===== config.mk =====
export PLATFORM = sky130hd
export DESIGN_NAME = fixed_partition_fit_allocator_unit
export DESIGN_NICKNAME = d
export VERILOG_FILES = /design/src/sv/fpfa_pkg.sv /design/src/sv/fpfa_csr.sv /design/src/sv/fpfa_datapath.sv /design/src/sv/fpfa_control.sv /design/src/sv/fixed_partition_fit_allocator_unit.sv
export SDC_FILE = /design/constraint.sdc
export NUM_CORES = 1
export LEC_CHECK = 0
export ABC_AREA = 1
export BUFFER_PORTS_ARGS = -buffer_cell sky130_fd_sc_hd__buf_2
export CORE_MARGIN = 8
export CORE_UTILIZATION = 59
export CTS_CLUSTER_SIZE = 20
export DETAILED_ROUTE_END_ITERATION = 16
export PLACE_DENSITY_LB_ADDON = 0.25
export SLEW_MARGIN = 5
export SYNTH_ARGS = -nofsm -noshare
export SYNTH_HDL_FRONTEND = slang
export SYNTH_HIERARCHICAL = 1
export SYNTH_SLANG_ARGS = --single-unit

===== constraint.sdc =====
create_clock -name clock -period 5.8 [get_ports clock]
set_clock_uncertainty 0.1 [all_clocks]
set_input_delay 0.29 -clock clock [delete_from_list [all_inputs] [get_ports clock]]
set_output_delay 0.29 -clock clock [all_outputs]
set_load 0.02 [all_outputs]

===== src/sv/fpfa_pkg.sv =====
`default_nettype none
package fpfa_pkg;

   localparam int NUM_BLOCKS_DEFAULT = 8;
   localparam int SIZE_BITS_DEFAULT  = 16;

   localparam int ACTION_BITS = 2;
   localparam int INDEX_BITS  = 3;
   localparam int VALUE_BITS  = 16;
   localparam int STATUS_BITS = 2;
   localparam int MODE_BITS   = 2;
   localparam int COUNT_BITS  = 4;
   localparam int ADDR_BITS   = 3;
   localparam int DATA_BITS   = 32;

   localparam logic [ACTION_BITS-1:0] ACTION_LOAD  = 2'd0;
   localparam logic [ACTION_BITS-1:0] ACTION_ALLOC = 2'd1;
   localparam logic [ACTION_BITS-1:0] ACTION_FREE  = 2'd2;

   localparam logic [STATUS_BITS-1:0] STATUS_ALLOCATED = 2'd0;
   localparam logic [STATUS_BITS-1:0] STATUS_NO_FIT    = 2'd1;
   localparam logic [STATUS_BITS-1:0] STATUS_UPDATED   = 2'd2;

   localparam logic [MODE_BITS-1:0] FIT_FIRST = 2'd0;
   localparam logic [MODE_BITS-1:0] FIT_BEST  = 2'd1;
   localparam logic [MODE_BITS-1:0] FIT_WORST = 2'd2;

   localparam logic [COUNT_BITS-1:0] BLOCKS_IN_USE_RESET = 4'd8;

   // register word index, taken from paddr[2]
   localparam logic REG_FIT_MODE      = 1'b0;
   localparam logic REG_BLOCKS_IN_USE = 1'b1;

   typedef struct packed {
      logic [ACTION_BITS-1:0] action;
      logic [INDEX_BITS-1:0]  block_index;
      logic [VALUE_BITS-1:0]  size_value;
   } req_type;

   typedef struct packed {
      logic [STATUS_BITS-1:0] status;
      logic [INDEX_BITS-1:0]  chosen_index;
      logic [VALUE_BITS-1:0]  chosen_size;
   } rsp_type;

   typedef struct packed {
      logic [MODE_BITS-1:0]  fit_mode;
      logic [COUNT_BITS-1:0] blocks_in_use;
   } cfg_type;

   typedef enum logic [1:0] {
      KIND_ALLOC,
      KIND_LOAD,
      KIND_FREE,
      KIND_NONE
   } kind_type;

   typedef struct packed {
      logic start;
      logic issue;
      logic update;
      logic commit;
   } cmd_type;

   typedef struct packed {
      kind_type in_kind;
      logic     limit_zero;
      logic     scan_last;
      logic     out_free;
   } stat_type;

endpackage
`default_nettype wire


===== src/sv/fpfa_csr.sv =====
`default_nettype none
module fpfa_csr (
   input  wire logic                            clock,
   input  wire logic                            reset,
   input  wire logic                            csr_psel,
   input  wire logic                            csr_penable,
   input  wire logic                            csr_pwrite,
   input  wire logic [fpfa_pkg::ADDR_BITS-1:0]  csr_paddr,
   input  wire logic [fpfa_pkg::DATA_BITS-1:0]  csr_pwdata,
   output logic      [fpfa_pkg::DATA_BITS-1:0]  csr_prdata,
   output logic                                 csr_pready,
   output fpfa_pkg::cfg_type                    cfg
);
   import fpfa_pkg::*;

   logic [MODE_BITS-1:0]  fit_mode_ff;
   logic [COUNT_BITS-1:0] blocks_ff;
   logic                  wr_en;
   logic                  reg_sel;

   assign csr_pready = 1'b1;
   assign reg_sel    = csr_paddr[2];
   assign wr_en      = csr_psel && csr_penable && csr_pwrite && csr_pready;

   always_ff @(posedge clock) begin
      if (reset) begin
         fit_mode_ff <= FIT_FIRST;
         blocks_ff   <= BLOCKS_IN_USE_RESET;
      end else if (wr_en) begin
         case (reg_sel)
            REG_FIT_MODE:      fit_mode_ff <= csr_pwdata[MODE_BITS-1:0];
            REG_BLOCKS_IN_USE: blocks_ff   <= csr_pwdata[COUNT_BITS-1:0];
            default: ;
         endcase
      end
   end

   always_comb begin
      case (reg_sel)
         REG_FIT_MODE:      csr_prdata = DATA_BITS'(fit_mode_ff);
         REG_BLOCKS_IN_USE: csr_prdata = DATA_BITS'(blocks_ff);
         default:           csr_prdata = '0;
      endcase
   end

   assign cfg.fit_mode      = fit_mode_ff;
   assign cfg.blocks_in_use = blocks_ff;

endmodule
`default_nettype wire


===== src/sv/fpfa_datapath.sv =====
`default_nettype none
module fpfa_datapath #(
   parameter int NUM_BLOCKS = fpfa_pkg::NUM_BLOCKS_DEFAULT,
   parameter int SIZE_BITS  = fpfa_pkg::SIZE_BITS_DEFAULT
) (
   input  wire logic               clock,
   input  wire logic               reset,
   input  wire fpfa_pkg::req_type  req_data,
   input  wire fpfa_pkg::cfg_type  cfg,
   input  wire fpfa_pkg::cmd_type  cmd,
   output fpfa_pkg::stat_type      stat,
   input  wire logic               rsp_stall,
   output logic                    rsp_valid,
   output fpfa_pkg::rsp_type       rsp_data
);
   import fpfa_pkg::*;

   localparam int          IW   = $clog2(NUM_BLOCKS);
   localparam int          LW   = $clog2(NUM_BLOCKS + 1);
   localparam logic [31:0] NB32 = 32'(NUM_BLOCKS);

   // partition sizes: one write/read port, read data registered
   logic [SIZE_BITS-1:0]  size_mem [NUM_BLOCKS];
   logic [NUM_BLOCKS-1:0] size_vld_ff;
   logic [NUM_BLOCKS-1:0] busy_ff;
   logic [SIZE_BITS-1:0]  rd_ff;
   logic                  rd_vld_ff;

   kind_type              kind_ff;
   logic [INDEX_BITS-1:0] bidx_ff;
   logic [SIZE_BITS-1:0]  sval_ff;

   logic [IW-1:0]         scan_ff;
   logic                  eval_ff;
   logic [IW-1:0]         eval_idx_ff;
   logic                  found_ff;
   logic [IW-1:0]         pick_ff;
   logic [SIZE_BITS-1:0]  best_left_ff;
   logic [SIZE_BITS-1:0]  best_size_ff;

   logic                  rsp_valid_ff;
   rsp_type               rsp_data_ff;
   rsp_type               rsp_in;

   kind_type              in_kind;
   logic                  in_range;
   logic [LW-1:0]         limit;
   logic [IW-1:0]         upd_addr;
   logic [IW-1:0]         rd_addr;
   logic                  rd_en;
   logic                  mem_we;
   logic [SIZE_BITS-1:0]  rd_size;
   logic [SIZE_BITS-1:0]  left;
   logic                  fits;
   logic                  take;

   // decode the offered transaction
   assign in_range = 32'(req_data.block_index) < NB32;

   always_comb begin
      case (req_data.action)
         ACTION_ALLOC: in_kind = KIND_ALLOC;
         ACTION_LOAD:  in_kind = in_range ? KIND_LOAD : KIND_NONE;
         ACTION_FREE:  in_kind = in_range ? KIND_FREE : KIND_NONE;
         default:      in_kind = KIND_NONE;
      endcase
   end

   assign limit = (32'(cfg.blocks_in_use) > NB32) ? LW'(NUM_BLOCKS)
                                                   : LW'(cfg.blocks_in_use);

   assign stat.in_kind    = in_kind;
   assign stat.limit_zero = (limit == '0);
   assign stat.scan_last  = ((LW'(scan_ff) + LW'(1)) == limit);
   assign stat.out_free   = !rsp_valid_ff || !rsp_stall;

   // request capture
   always_ff @(posedge clock) begin
      if (cmd.start) begin
         kind_ff <= in_kind;
         bidx_ff <= req_data.block_index;
         sval_ff <= SIZE_BITS'(req_data.size_value);
      end
   end

   // memory port
   assign upd_addr = IW'(bidx_ff);
   assign mem_we   = cmd.update && (kind_ff == KIND_LOAD);
   assign rd_en    = cmd.issue || (cmd.update && (kind_ff == KIND_FREE));
   assign rd_addr  = cmd.update ? upd_addr : scan_ff;

   always_ff @(posedge clock) begin
      if (mem_we) begin
         size_mem[upd_addr] <= sval_ff;
      end
      if (rd_en) begin
         rd_ff     <= size_mem[rd_addr];
         rd_vld_ff <= size_vld_ff[rd_addr];
      end
   end

   assign rd_size = rd_vld_ff ? rd_ff : '0;

   // fit test on the entry read last cycle
   assign left = rd_size - sval_ff;
   assign fits = (rd_size >= sval_ff) && !busy_ff[eval_idx_ff];

   always_comb begin
      case (cfg.fit_mode)
         FIT_BEST:  take = !found_ff || (left <= best_left_ff);
         FIT_WORST: take = !found_ff || (left >= best_left_ff);
         default:   take = !found_ff;
      endcase
   end

   always_ff @(posedge clock) begin
      if (reset) begin
         size_vld_ff <= '0;
         busy_ff     <= '0;
         scan_ff     <= '0;
         eval_ff     <= 1'b0;
         found_ff    <= 1'b0;
      end else begin
         if (mem_we) begin
            size_vld_ff[upd_addr] <= 1'b1;
         end
         if (cmd.update) begin
            busy_ff[upd_addr] <= 1'b0;
         end
         // a zero-size grant leaves the partition free
         if (cmd.commit && (kind_ff == KIND_ALLOC) && found_ff) begin
            busy_ff[pick_ff] <= (sval_ff != '0);
         end
         eval_ff <= cmd.issue;
         if (cmd.start) begin
            scan_ff  <= '0;
            found_ff <= 1'b0;
         end else begin
            if (cmd.issue) begin
               scan_ff <= scan_ff + IW'(1);
            end
            if (eval_ff && fits && take) begin
               found_ff <= 1'b1;
            end
         end
      end
   end

   always_ff @(posedge clock) begin
      if (cmd.issue) begin
         eval_idx_ff <= scan_ff;
      end
      if (eval_ff && fits && take) begin
         pick_ff      <= eval_idx_ff;
         best_left_ff <= left;
         best_size_ff <= rd_size;
      end
   end

   // result assembly
   always_comb begin
      rsp_in.status       = STATUS_UPDATED;
      rsp_in.chosen_index = '0;
      rsp_in.chosen_size  = '0;
      case (kind_ff)
         KIND_ALLOC: begin
            if (found_ff) begin
               rsp_in.status       = STATUS_ALLOCATED;
               rsp_in.chosen_index = INDEX_BITS'(pick_ff);
               rsp_in.chosen_size  = VALUE_BITS'(best_size_ff);
            end else begin
               rsp_in.status = STATUS_NO_FIT;
            end
         end
         KIND_LOAD: begin
            rsp_in.chosen_index = bidx_ff;
            rsp_in.chosen_size  = VALUE_BITS'(sval_ff);
         end
         KIND_FREE: begin
            rsp_in.chosen_index = bidx_ff;
            rsp_in.chosen_size  = VALUE_BITS'(rd_size);
         end
         default: ;
      endcase
   end

   always_ff @(posedge clock) begin
      if (reset) begin
         rsp_valid_ff <= 1'b0;
      end else if (cmd.commit) begin
         rsp_valid_ff <= 1'b1;
      end else if (!rsp_stall) begin
         rsp_valid_ff <= 1'b0;
      end
   end

   always_ff @(posedge clock) begin
      if (cmd.commit) begin
         rsp_data_ff <= rsp_in;
      end
   end

   assign rsp_valid = rsp_valid_ff;
   assign rsp_data  = rsp_data_ff;

endmodule
`default_nettype wire


===== src/sv/fpfa_control.sv =====
`default_nettype none
module fpfa_control (
   input  wire logic               clock,
   input  wire logic               reset,
   input  wire logic               req_valid,
   output logic                    req_stall,
   input  wire fpfa_pkg::stat_type stat,
   output fpfa_pkg::cmd_type       cmd
);
   import fpfa_pkg::*;

   typedef enum logic [2:0] {
      ST_IDLE,
      ST_SCAN,
      ST_DRAIN,
      ST_UPDATE,
      ST_FINISH
   } state_type;

   state_type state_ff;
   logic      stall_ff;
   logic      accept;

   assign accept    = req_valid && !stall_ff;
   assign req_stall = stall_ff;

   assign cmd.start  = accept;
   assign cmd.issue  = (state_ff == ST_SCAN);
   assign cmd.update = (state_ff == ST_UPDATE);
   assign cmd.commit = (state_ff == ST_FINISH) && stat.out_free;

   always_ff @(posedge clock) begin
      if (reset) begin
         state_ff <= ST_IDLE;
         stall_ff <= 1'b0;
      end else begin
         case (state_ff)
            ST_IDLE: begin
               if (accept) begin
                  stall_ff <= 1'b1;
                  case (stat.in_kind)
                     KIND_ALLOC: state_ff <= stat.limit_zero ? ST_FINISH : ST_SCAN;
                     KIND_LOAD:  state_ff <= ST_UPDATE;
                     KIND_FREE:  state_ff <= ST_UPDATE;
                     default:    state_ff <= ST_FINISH;
                  endcase
               end
            end
            ST_SCAN: begin
               if (stat.scan_last) begin
                  state_ff <= ST_DRAIN;
               end
            end
            ST_DRAIN:  state_ff <= ST_FINISH;
            ST_UPDATE: state_ff <= ST_FINISH;
            ST_FINISH: begin
               // hold until the output register can take the result
               if (stat.out_free) begin
                  state_ff <= ST_IDLE;
                  stall_ff <= 1'b0;
               end
            end
            default: begin
               state_ff <= ST_IDLE;
               stall_ff <= 1'b0;
            end
         endcase
      end
   end

endmodule
`default_nettype wire


===== src/sv/fixed_partition_fit_allocator_unit.sv =====
`default_nettype none
// Fixed-partition allocator with first, best and worst fit. Each transaction
// is a load (set a partition's size and free it), a free, or an allocate
// request, and each produces exactly one result. One transaction is worked
// at a time. An allocate request scans L partitions, where L is
// blocks_in_use clamped to NUM_BLOCKS; the scan reads one partition size
// per cycle through the single port of the size memory. A finished result
// sits in an output register, so the next transaction is taken while it
// waits. Sizes read as zero until loaded; no clearing pass is needed after
// reset.
module fixed_partition_fit_allocator_unit #(
   parameter int NUM_BLOCKS = fpfa_pkg::NUM_BLOCKS_DEFAULT,
   parameter int SIZE_BITS  = fpfa_pkg::SIZE_BITS_DEFAULT
) (
   input  wire logic                            clock,
   input  wire logic                            reset,
   input  wire logic                            req_valid,
   output logic                                 req_stall,
   input  wire fpfa_pkg::req_type               req_data,
   output logic                                 rsp_valid,
   input  wire logic                            rsp_stall,
   output fpfa_pkg::rsp_type                    rsp_data,
   input  wire logic                            csr_psel,
   input  wire logic                            csr_penable,
   input  wire logic                            csr_pwrite,
   input  wire logic [fpfa_pkg::ADDR_BITS-1:0]  csr_paddr,
   input  wire logic [fpfa_pkg::DATA_BITS-1:0]  csr_pwdata,
   output logic      [fpfa_pkg::DATA_BITS-1:0]  csr_prdata,
   output logic                                 csr_pready
);
   import fpfa_pkg::*;

   cfg_type  cfg;
   cmd_type  cmd;
   stat_type stat;

   fpfa_csr u_csr (
      .clock       (clock),
      .reset       (reset),
      .csr_psel    (csr_psel),
      .csr_penable (csr_penable),
      .csr_pwrite  (csr_pwrite),
      .csr_paddr   (csr_paddr),
      .csr_pwdata  (csr_pwdata),
      .csr_prdata  (csr_prdata),
      .csr_pready  (csr_pready),
      .cfg         (cfg)
   );

   fpfa_datapath #(
      .NUM_BLOCKS (NUM_BLOCKS),
      .SIZE_BITS  (SIZE_BITS)
   ) u_datapath (
      .clock     (clock),
      .reset     (reset),
      .req_data  (req_data),
      .cfg       (cfg),
      .cmd       (cmd),
      .stat      (stat),
      .rsp_stall (rsp_stall),
      .rsp_valid (rsp_valid),
      .rsp_data  (rsp_data)
   );

   fpfa_control u_control (
      .clock     (clock),
      .reset     (reset),
      .req_valid (req_valid),
      .req_stall (req_stall),
      .stat      (stat),
      .cmd       (cmd)
   );

endmodule
`default_nettype wire

==> out/qor.yml, run 1 <==
status:
  outcome: "finished, final reports clean"
pwr:
  finalPower_mw: 5.65
  ir_worst_vdd_mv: 0.251
  p_leak_nw: 5.40
  powerDensity_nw_per_um2: 417
drt:
  drtAntennaViolNets: 0
  wl_per_cell_um: 17.6
  viasPerCell: 5.54
  via_count: 8223
  drt_iter0_drc: 759
  drt_pass1_iterations: 6
  drt-total-wl_um: 26200
  drc: 0
critical_path:
  path_cells: "nand2_1 > ha_1 > fa_1 > o21ai_1 > nand2_1 > nand2_2 > nand2_1 > nand3_1 > nand2_1 > nand3_1 > nand2_1 > ha_1 > nand2_1 > nor3_1 > nand2_1 > nand2_1 > nand2_1 > nand3_1 > nand2_1 > a21oi_4 > buf_12"
  crit_path_end_kind: "flip-flop"
  cp_max_fo: 18
  cp-start-kind: "flip-flop"
  cp.buffers_inverters: 1
  r2r.worst_path.cells: 21
  max_stage_delay_ns: 0.67
  regToRegStartpoint: "u_datapath/rd_vld_ff"
  cp_top_family: "simple AND/OR/NAND/NOR gates"
  criticalPathCategory: "flip-flop to flip-flop"
  crit_required_ns: 5.94
  regToRegSetupSlack_ns: 1.17
  cp_common_cell: "nand2_1"
  worstPathArrival_ns: 4.77
  r2r_end: "u_datapath/best_size_ff[1]"
  slowest_stage: "edfxtp_1"
  path_depth: 21
cells_and_area:
  areaGrowthSynthToFinish_pct: 12.9
  num_antenna_cells: 0
  fin_nets: 1296
  fillCellCount: 1505
  drive_gt1_share_pct: 12.0
placement:
  dp_hpwl_um: 17100
  numPortBuffers: 59
  routabilityCongestion: 0.907
min_path:
  holdCritPathClass: "input port to flip-flop"
  holdPathEnd: "u_datapath/kind_ff[0]"
  hold_depth: 2
  hp-start: "req_data[20]"
floorplan:
  dieArea_sq_um: 25100
  io_pins: 119
  start_util_pct: 59.6
  fp.coreArea_sq_um: 20100
  fp.dieH_um: 159
  die_w_um: 159
  rows: 52
cts:
  cts_max_level: 1
  cts_buffers: 26
  ctsResizeCount: 0
  cts_buffer_depth: 3
  cts_tree: "done"
  cts_root_buffer: "clkbuf_16"
  postCtsSetupBuffers: 0
  clock_sinks: 257
  clkLatencyLatePin_ns: 0.54
  clk_pin_slew_ns: 0.06
  cts_hold_buf: 24
timing:
  setup_viol: 0
  timing.setup.tns_ns: 0
  hold_violations: 0
  period_needed_ns: 4.63
  slew_headroom_pct: 40.9
  fmax_mhz: 216
  finalCritPeriodShare_pct: 79.8
  rsz0062_at_grt: "false"
  worst_pin_slew_ns: 0.885
  report.final.slew_viol_count: 0
job:
  max-cap-violations: 0
logic_synthesis:
  yosys-top-cells-area: "edfxtp_1, dfxtp_1, nand2_1, inv_1, a21oi_1"
  synthesis.area_sq_um: 12000
  synth_ff_type: "edfxtp_1"
  syn_area_per_cell_sq_um: 10.7
  syn_inst: 1117
  seq_area_frac_synth_pct: 61.7
  synth-edff-count: 225
  yosysTopAreaCell: "edfxtp_1"
  yosysMostFrequentCell: "edfxtp_1"
  yosysWarnings: 6
  ys_seq_elements: 257
  synth_top_area_share_pct: 56.4
  ys_types: 45
  synth_common_cells: "edfxtp_1, nand2_1, inv_1"
  postSynth.asyncResetShare_pct: 0
global_routing:
  grt_pass1_wl_um: 41400
  grt_max_degree: 72
  grt_antenna_before_repair: 0
  grt_pass1_vias: 7878
  grt_overflow: 0
  grt_usage_pct: 21.2
-- cell type report --
| class | instances | area (sq um) | share of cell area, % |
|---|---|---|---|
| Sequential cell | 257 | 7400 | 54.6 |
| Clock buffer | 37 | 732 | 5.41 |
| Clock inverter | 11 | 185 | 1.37 |
| Multi-Input combinational cell | 662 | 3680 | 27.2 |
| Inverter | 156 | 591 | 4.36 |
| Timing Repair Buffer | 91 | 608 | 4.49 |
| Tap cell | 270 | 338 | 2.50 |
-- state kept, by name, summed over array words and instances (netlist names), 2 cells and up --
register                 cells
u_csr/fit_mode_ff            2
u_csr/blocks_ff              4
u_control/state_ff           3
u_datapath/bidx_ff           3
u_datapath/best_left_ff     16
u_datapath/kind_ff           2
u_datapath/eval_idx_ff       3
u_datapath/rsp_data         21
u_datapath/sval_ff          16
u_datapath/pick_ff           3
u_datapath/busy_ff           8
u_datapath/best_size_ff     16
u_datapath/scan_ff           3
u_datapath/rd_ff            16
u_datapath/size_mem        128
u_datapath/size_vld_ff       8
-- worst reg2reg max path: stages, from the launching register on --
cell	delay, ns
edfxtp_1	0.67
nand2_1	0.18
ha_1	0.27
fa_1	0.42
o21ai_1	0.30
nand2_1	0.11
nand2_2	0.09
nand2_1	0.05
nand3_1	0.10
nand2_1	0.08
nand3_1	0.07
nand2_1	0.08
ha_1	0.28
nand2_1	0.06
nor3_1	0.25
nand2_1	0.11
nand2_1	0.06
nand2_1	0.05
nand3_1	0.10
nand2_1	0.10
a21oi_4	0.55
buf_12	0.25
-- through the flow --
step                      setup WS, ns  hold WS [ns]  cells  utilization (%)  area (sq um)
after global routing             0.730        0.0134   1484             67.3         13500
after CTS                         1.19       0.00784   1484             67.3         13500
after floorplan                  0.586         0.268   1144                -         12100
final                             1.17        0.0213   1484             67.3         13500
after global placement            1.23         0.343   1412             61.6         12400
after detailed placement          1.21         0.351   1412             61.6         12400
-- kinds of logic (layout without fill, tap and decap cells) --
group / Yosys count / count (layout) / share of synthesized area, %
AND/OR/NAND/NOR: 334 / 334 / 12.2
flip-flops: 257 / 257 / 61.7
AO/OA/AOI/OAI: 243 / 243 / 12.0
buffers and inverters: 225 / 295 / 8.66
adder cells (fa/ha/maj): 39 / 39 / 4.13
XOR/XNOR: 17 / 17 / 1.24
other: 2 / 29 / 0.0626
-- cells in the final DEF, fill, tap and decap left out, drive strengths merged, types with 2 or more instances in the layout --
master,instances
nor2,103
ha,38
inv,155
bufinv,4
o32ai,32
nand4,4
o21a,2
o21ai,71
o221ai,15
xor2,14
a21oi,105
clkinv,7
o211ai,5
conb,29
edfxtp,225
a22oi,3
o22ai,3
nor3,21
nand3,33
nor4,6
buf,67
a21o,2
dlygate4sd3,24
nand2,164
a31oi,2
dfxtp,32
clkbuf,37
xnor2,3
-- worst max path at each step --
stage / from / slack [ns] / to
after floorplan: u_datapath/rd_vld_ff / 0.59 / u_datapath/best_left_ff[0]
after global placement: u_datapath/rd_vld_ff / 1.23 / u_datapath/best_size_ff[1]
after detailed placement: u_datapath/rd_vld_ff / 1.21 / u_datapath/best_size_ff[1]
after CTS: u_datapath/rd_vld_ff / 1.19 / u_datapath/best_size_ff[1]
after global routing: u_datapath/rd_vld_ff / 0.73 / u_datapath/best_size_ff[1]
final: u_datapath/rd_vld_ff / 1.17 / u_datapath/best_size_ff[1]
-- where the power goes --
group,total (mW),internal (mW),switching [mW],leakage (nW)
Combinational,1.46,0.483,0.981,2.64
Sequential,2.43,2.29,0.147,2.31
Clock,1.75,1.06,0.688,0.443
Total,5.65,3.83,1.82,5.40
-- metal layers --
metal | vias up | track usage [%] | share of wire [%]
met3 | 49 | 3.85 | 8.5
met2 | 312 | 34.6 | 47
met5 | - | 0 | 0
met4 | 0 | 6.15 | 2.2
li1 | 3996 | - | -
met1 | 3866 | 28.6 | 42
No activity file was read; power rests on OpenSTA's default activity.
==> inputs of run 2 (changes only) <==
ABC_AREA = 0   (was 1)
CORE_UTILIZATION = 53   (was 59)
clock period = 3.8 ns   (was 5.8 ns; I/O delays follow)
==> out/qor.yml, run 2 <==
cells_and_area:
  fin_nets: 1068
  largest-register: "u_datapath/size_mem"
  largest_reg_flops: 128
  ff_latch_area_sq_um: 7400
  final_cell_mix: "edfxtp_1, buf_4, buf_2, nor2_1, inv_1"
  fillCellCount: 1503
  num_antenna_cells: 0
  multi_input_area_sq_um: 4090
  areaGrowthSynthToFinish_pct: 23.0
  final_common_cell: "edfxtp_1"
  drive_gt1_share_pct: 31.2
logic_synthesis:
  postSynth.asyncResetShare_pct: 0
  ys_types: 70
  yosys-top-cells-area: "edfxtp_1, dfxtp_1, mux4_2, ha_1, mux4_1"
  synth-edff-count: 225
  synthesis.area_sq_um: 11700
  yosysMostFrequentCell: "edfxtp_1"
  ys_seq_elements: 257
  synth_ff_type: "edfxtp_1"
  synth_top_area_share_pct: 57.9
  synth_common_cells: "edfxtp_1, nor2_1, inv_1"
  syn_area_per_cell_sq_um: 14.9
  syn_inst: 784
  yosysWarnings: 6
  yosysTopAreaCell: "edfxtp_1"
  seq_area_frac_synth_pct: 63.4
floorplan:
  rows: 54
  start_util_pct: 53.8
  fp.coreArea_sq_um: 21700
  io_pins: 119
  die_w_um: 164
  fp.dieH_um: 164
  dieArea_sq_um: 27000
status:
  violations: "negative setup slack"
  outcome: "finished with violations"
placement:
  pre_cts_ws_ns: -0.471
  routabilityCongestion: 0.841
  dp_hpwl_um: 17400
  numPortBuffers: 59
critical_path:
  r2r_end: "u_datapath/best_size_ff[6]"
  worstPathArrival_ns: 4.44
  criticalPathCategory: "flip-flop to flip-flop"
  regToRegStartpoint: "u_datapath/rd_vld_ff"
  cp-start-kind: "flip-flop"
  cp_max_fo: 11
  crit_path_end_kind: "flip-flop"
  regToRegSetupSlack_ns: -0.49
  crit_required_ns: 3.96
  r2r.worst_path.cells: 20
drt:
  drc: 0
  drt_pass1_iterations: 5
  wl_per_cell_um: 20.7
  viasPerCell: 5.73
  drt-total-wl_um: 26200
  via_count: 7258
  drtAntennaViolNets: 0
  drt_iter0_drc: 462
cts:
  clkLatencyLatePin_ns: 0.55
  clk_pin_slew_ns: 0.06
  cts_buffer_depth: 3
  cts_root_buffer: "clkbuf_16"
  cts_tree: "done"
  clock_sinks: 257
  cts_buffers: 27
  cts_max_level: 1
global_routing:
  grt_overflow: 0
  grt_usage_pct: 19.5
  grt_antenna_before_repair: 0
  grt_max_degree: 38
  grt_pass1_wl_um: 40700
  grt_pass1_vias: 7378
min_path:
  holdPathEnd: "u_datapath/busy_ff[4]"
  hold_depth: 2
  holdCritPathClass: "input port to flip-flop"
  hp-start: "reset"
timing:
  period_needed_ns: 4.29
  hold_violations: 0
  fmax_mhz: 233
  worst_pin_slew_ns: 1.22
  rsz0062_at_grt: "true"
  finalCritPeriodShare_pct: 113
  slew_headroom_pct: 18.4
  setup_viol: 35
  fin_ws_ns: -0.486
  timing.setup.tns_ns: -16.44
  report.final.slew_viol_count: 0
job:
  max-cap-violations: 0
pwr:
  powerDensity_nw_per_um2: 562
  p_leak_nw: 5.44
  ir_worst_vdd_mv: 0.537
==> run 2: cell types whose count changed in the layout (fill, tap and decap cells not counted), sizes merged, moves of 20 or more <==
cell | before | now
o32ai | 32 | 0
nand2 | 164 | 26
inv | 155 | 47
mux4 | 0 | 36
a21oi | 105 | 19
buf | 67 | 158
o21ai | 71 | 11
nor2 | 103 | 49
mux2 | 0 | 20
nand3 | 33 | 6
==> run 2: worst max path at each step <==
stage / startpoint / to / slack, ns / cells past startpoint
finish: u_datapath/rd_vld_ff / u_datapath/best_size_ff[6] / -0.49 / 20
global route: u_datapath/rd_vld_ff / u_datapath/best_size_ff[6] / -0.67 / 20
CTS: u_datapath/rd_vld_ff / u_datapath/best_left_ff[5] / -0.42 / 19
detailed placement: u_datapath/rd_vld_ff / u_datapath/best_size_ff[12] / -0.47 / 17
global placement: u_datapath/rd_vld_ff / u_datapath/best_size_ff[9] / -0.31 / 17
floorplan: u_datapath/rd_vld_ff / u_datapath/best_left_ff[0] / -0.51 / 18
==> run 2: layout make-up <==
class                      instances  share of cell area (%)
clock buffer                      34                    5.33
inverter                          45                    1.19
clock inverter                    16                    1.11
sequential                       257                    51.6
timing repair buffer             188                    9.86
tap                              280                    2.44
multi-input combinational        447                    28.5
==> run 2: kinds of logic after synthesis <==
family,after synthesis,share of synthesized area (%)
and+or+nand+nor,176,8.02
xor gates and xnor gates,17,1.28
DFF,257,63.4
muxes,68,10.4
AOI/OAI and AO/OA,118,7.55
buffers and inverters,107,4.99
adders and majority gates,39,4.25
other,2,0.0644
==> run 2: metal layers <==
| metal | wire, um | GRT usage (%) | share of wire, % |
|---|---|---|---|
| met1 | 11300 | 27.2 | 43 |
| met2 | 12100 | 31.0 | 46 |
| met3 | 2020 | 3.06 | 7.7 |
| met4 | 775 | 6.16 | 3.0 |
| met5 | 0 | 0 | 0 |
==> run 2: repair_timing <==
action | CTS | global route
endpoints found under the setup margin | 35 | 35
cloned | 1 | 0
gates resized for setup | 23 | 9
hold buffers | 30 | 0
pin swaps | 2 | 3
buffers inserted | 8 | 3
endpoints found under the hold margin | 29 | 0
==> run 2: metrics by stage <==
step	total power [mW]	util (%)	hold slack, ns	instances	area, sq um
floorplan	4.69	-	0.159	811	11900
global placement	5.18	59.1	0.267	1175	12800
detailed placement	5.26	59.1	0.268	1175	12800
CTS	8.05	65.8	0.0445	1264	14300
global route	8.40	66.1	0.0890	1267	14300
finish	8.06	66.1	0.0668	1267	14300
==> run 2: where the power goes <==
group | switching (mW) | internal, mW
Clock | 1.09 | 1.57
Combinational | 1.03 | 0.857
Sequential | 0.147 | 3.36
Total | 2.27 | 5.79
==> run 2: worst max-delay path: stages (launching register included) <==
cell       delay [ns]
edfxtp_1         0.46
buf_6            0.16
nand2_4          0.06
inv_4            0.04
ha_4             0.25
nand3b_1         0.14
a2111oi_4        0.46
nor3_2           0.07
o31ai_2          0.21
buf_4            0.17
or4_4            0.14
nand3_4          0.07
ha_4             0.27
nand4_1          0.19
nor4_2           0.24
a21boi_2         0.26
o31a_1           0.18
o21bai_2         0.08
a21oi_4          0.18
buf_12           0.14
buf_12           0.13
==> inputs of run 3 (changes only) <==
GPL_ROUTABILITY_DRIVEN = 0   (was not set)
PLACE_DENSITY = 0.76   (was not set)
PLACE_DENSITY_LB_ADDON = not set   (was 0.25)
==> out/qor.yml, run 3 (synthesis gave the netlist of run 2 again) <==
status:
  outcome: "finished with violations"
  violations: "negative setup slack"
timing:
  slew_headroom_pct: 41.0
  hold_violations: 0
  worst_pin_slew_ns: 0.885
  rsz0062_at_grt: "true"
  fmax_mhz: 235
  report.final.slew_viol_count: 0
  fin_ws_ns: -0.446
  period_needed_ns: 4.25
  finalCritPeriodShare_pct: 112
  setup_viol: 35
cts:
  clkLatencyLatePin_ns: 0.54
  cts_buffers: 26
  cts_tree: "done"
  cts_root_buffer: "clkbuf_16"
  cts_max_level: 1
  clk_pin_slew_ns: 0.06
  cts_buffer_depth: 3
  clock_sinks: 257
critical_path:
  cp_max_fo: 7
  cp-start-kind: "flip-flop"
  worstPathArrival_ns: 4.38
  crit_path_end_kind: "flip-flop"
  crit_required_ns: 3.94
  criticalPathCategory: "flip-flop to flip-flop"
floorplan:
  fp.coreArea_sq_um: 21700
  dieArea_sq_um: 27000
  die_w_um: 164
  fp.dieH_um: 164
  start_util_pct: 53.8
  rows: 54
  io_pins: 119
cells_and_area:
  num_antenna_cells: 0
  areaGrowthSynthToFinish_pct: 21.4
  final_common_cell: "edfxtp_1"
  drive_gt1_share_pct: 29.1
  fillCellCount: 1498
  fin_nets: 1064
  final_cells: 1262
  largest_reg_flops: 128
  final_core_util_pct: 65.3
  final_cell_mix: "edfxtp_1, buf_4, buf_2, nor2_1, inv_1"
  largest-register: "u_datapath/size_mem"
pwr:
  p_seq_share_pct: 45.0
  powerDensity_nw_per_um2: 548
  p_leak_nw: 5.36
  comb_power_share_pct: 23.3
  power.internal_mw: 5.59
  switching_power_mw: 2.17
  clockPowerShare_pct: 31.7
  swShare_pct: 28.0
  ir_worst_vdd_mv: 0.321
placement:
  numPortBuffers: 59
  dp_hpwl_um: 16600
  dpl.cell_count: 1176
drt:
  met1_length_um: 10700
  drt_pass1_iterations: 5
  drt-total-wl_um: 25100
  drt_iter0_drc: 542
  wl_met2_um: 11700
  viasPerCell: 5.66
  via_count: 7142
  wl_met3_um: 2210
  drtAntennaViolNets: 0
  drc: 0
  highest_layer: "met4"
  wl_per_cell_um: 19.9
global_routing:
  grt_usage_pct: 18.6
  grt_overflow: 0
  grt_pass1_wl_um: 38800
  grt_antenna_before_repair: 0
  grt_pass1_vias: 7006
  grt_max_degree: 38
job:
  max-cap-violations: 0
min_path:
  holdCritPathClass: "input port to flip-flop"
## run 3: worst max-delay path, cell delays in order (launching register included)
cell	delay (ns)
edfxtp_1	0.46
buf_6	0.17
nand2_4	0.06
inv_4	0.04
ha_4	0.25
nand3b_1	0.15
a2111oi_4	0.52
nor3_4	0.07
o31ai_4	0.24
xor2_1	0.14
ha_1	0.34
nand4_1	0.14
nor4_2	0.33
a21boi_2	0.23
o31a_1	0.15
o21bai_2	0.10
a21oi_4	0.18
buf_6	0.15
buf_6	0.13
## run 3: what timing repair did
item                       CTS  global route
hold buffers                27             0
setup endpoints to repair   35            35
pin swaps                    2            16
gates resized for setup     12             7
setup buffers                5             3
hold endpoints to repair    29             0
gates cloned                 2             1
## run 3: final cells by class
cell class | count | area (sq um) | share of cell area (%)
repair buffers | 185 | 1410 | 9.96
clock inverters | 18 | 146 | 1.03
multi-input cells | 447 | 4000 | 28.3
inverters | 45 | 171 | 1.21
flip-flops and latches | 257 | 7400 | 52.3
clock buffers | 30 | 676 | 4.77
well taps | 280 | 350 | 2.48
## run 3: power groups by stage
stage | Sequential, mW | Clock (mW) | Combinational, mW
6_report | 3.49 | 2.45 | 1.81
5_1_grt | 3.51 | 2.61 | 1.96
4_1_cts | 3.49 | 2.50 | 1.76
3_5_place_dp | 3.55 | 0 | 1.70
3_3_place_gp | 3.54 | 0 | 1.65
2_1_floorplan | 3.57 | 0 | 1.12
## run 3: stage by stage
stage	cell area [sq um]	total power [mW]	setup WS (ns)	hold WS, ns	TNS [ns]
after floorplan	11900	4.69	-0.514	0.159	-17.99
after global placement	12800	5.19	-0.276	0.268	-9.25
after detailed placement	12800	5.24	-0.379	0.268	-12.79
after CTS	14100	7.75	-0.390	0.0127	-13.06
after global routing	14200	8.08	-0.668	0.0437	-22.83
final	14200	7.75	-0.446	0.0312	-15.08
## run 3: worst paths after layout
kind	start	to	slack (ns)	cells after the start
min	csr_psel	u_csr/fit_mode_ff[1]	0.03	3
max	u_datapath/rd_vld_ff	u_datapath/best_left_ff[0]	-0.45	18
min reg2reg	u_datapath/size_vld_ff[5]	u_datapath/size_vld_ff[5]	0.37	2
max reg2reg	u_datapath/rd_vld_ff	u_datapath/best_left_ff[0]	-0.45	18
## run 3: layer usage
layer | vias up | track usage, %
li1 | 3315 | -
met4 | 0 | 5.37
met1 | 3489 | 25.9
met3 | 40 | 3.56
met5 | - | 0
met2 | 298 | 29.2
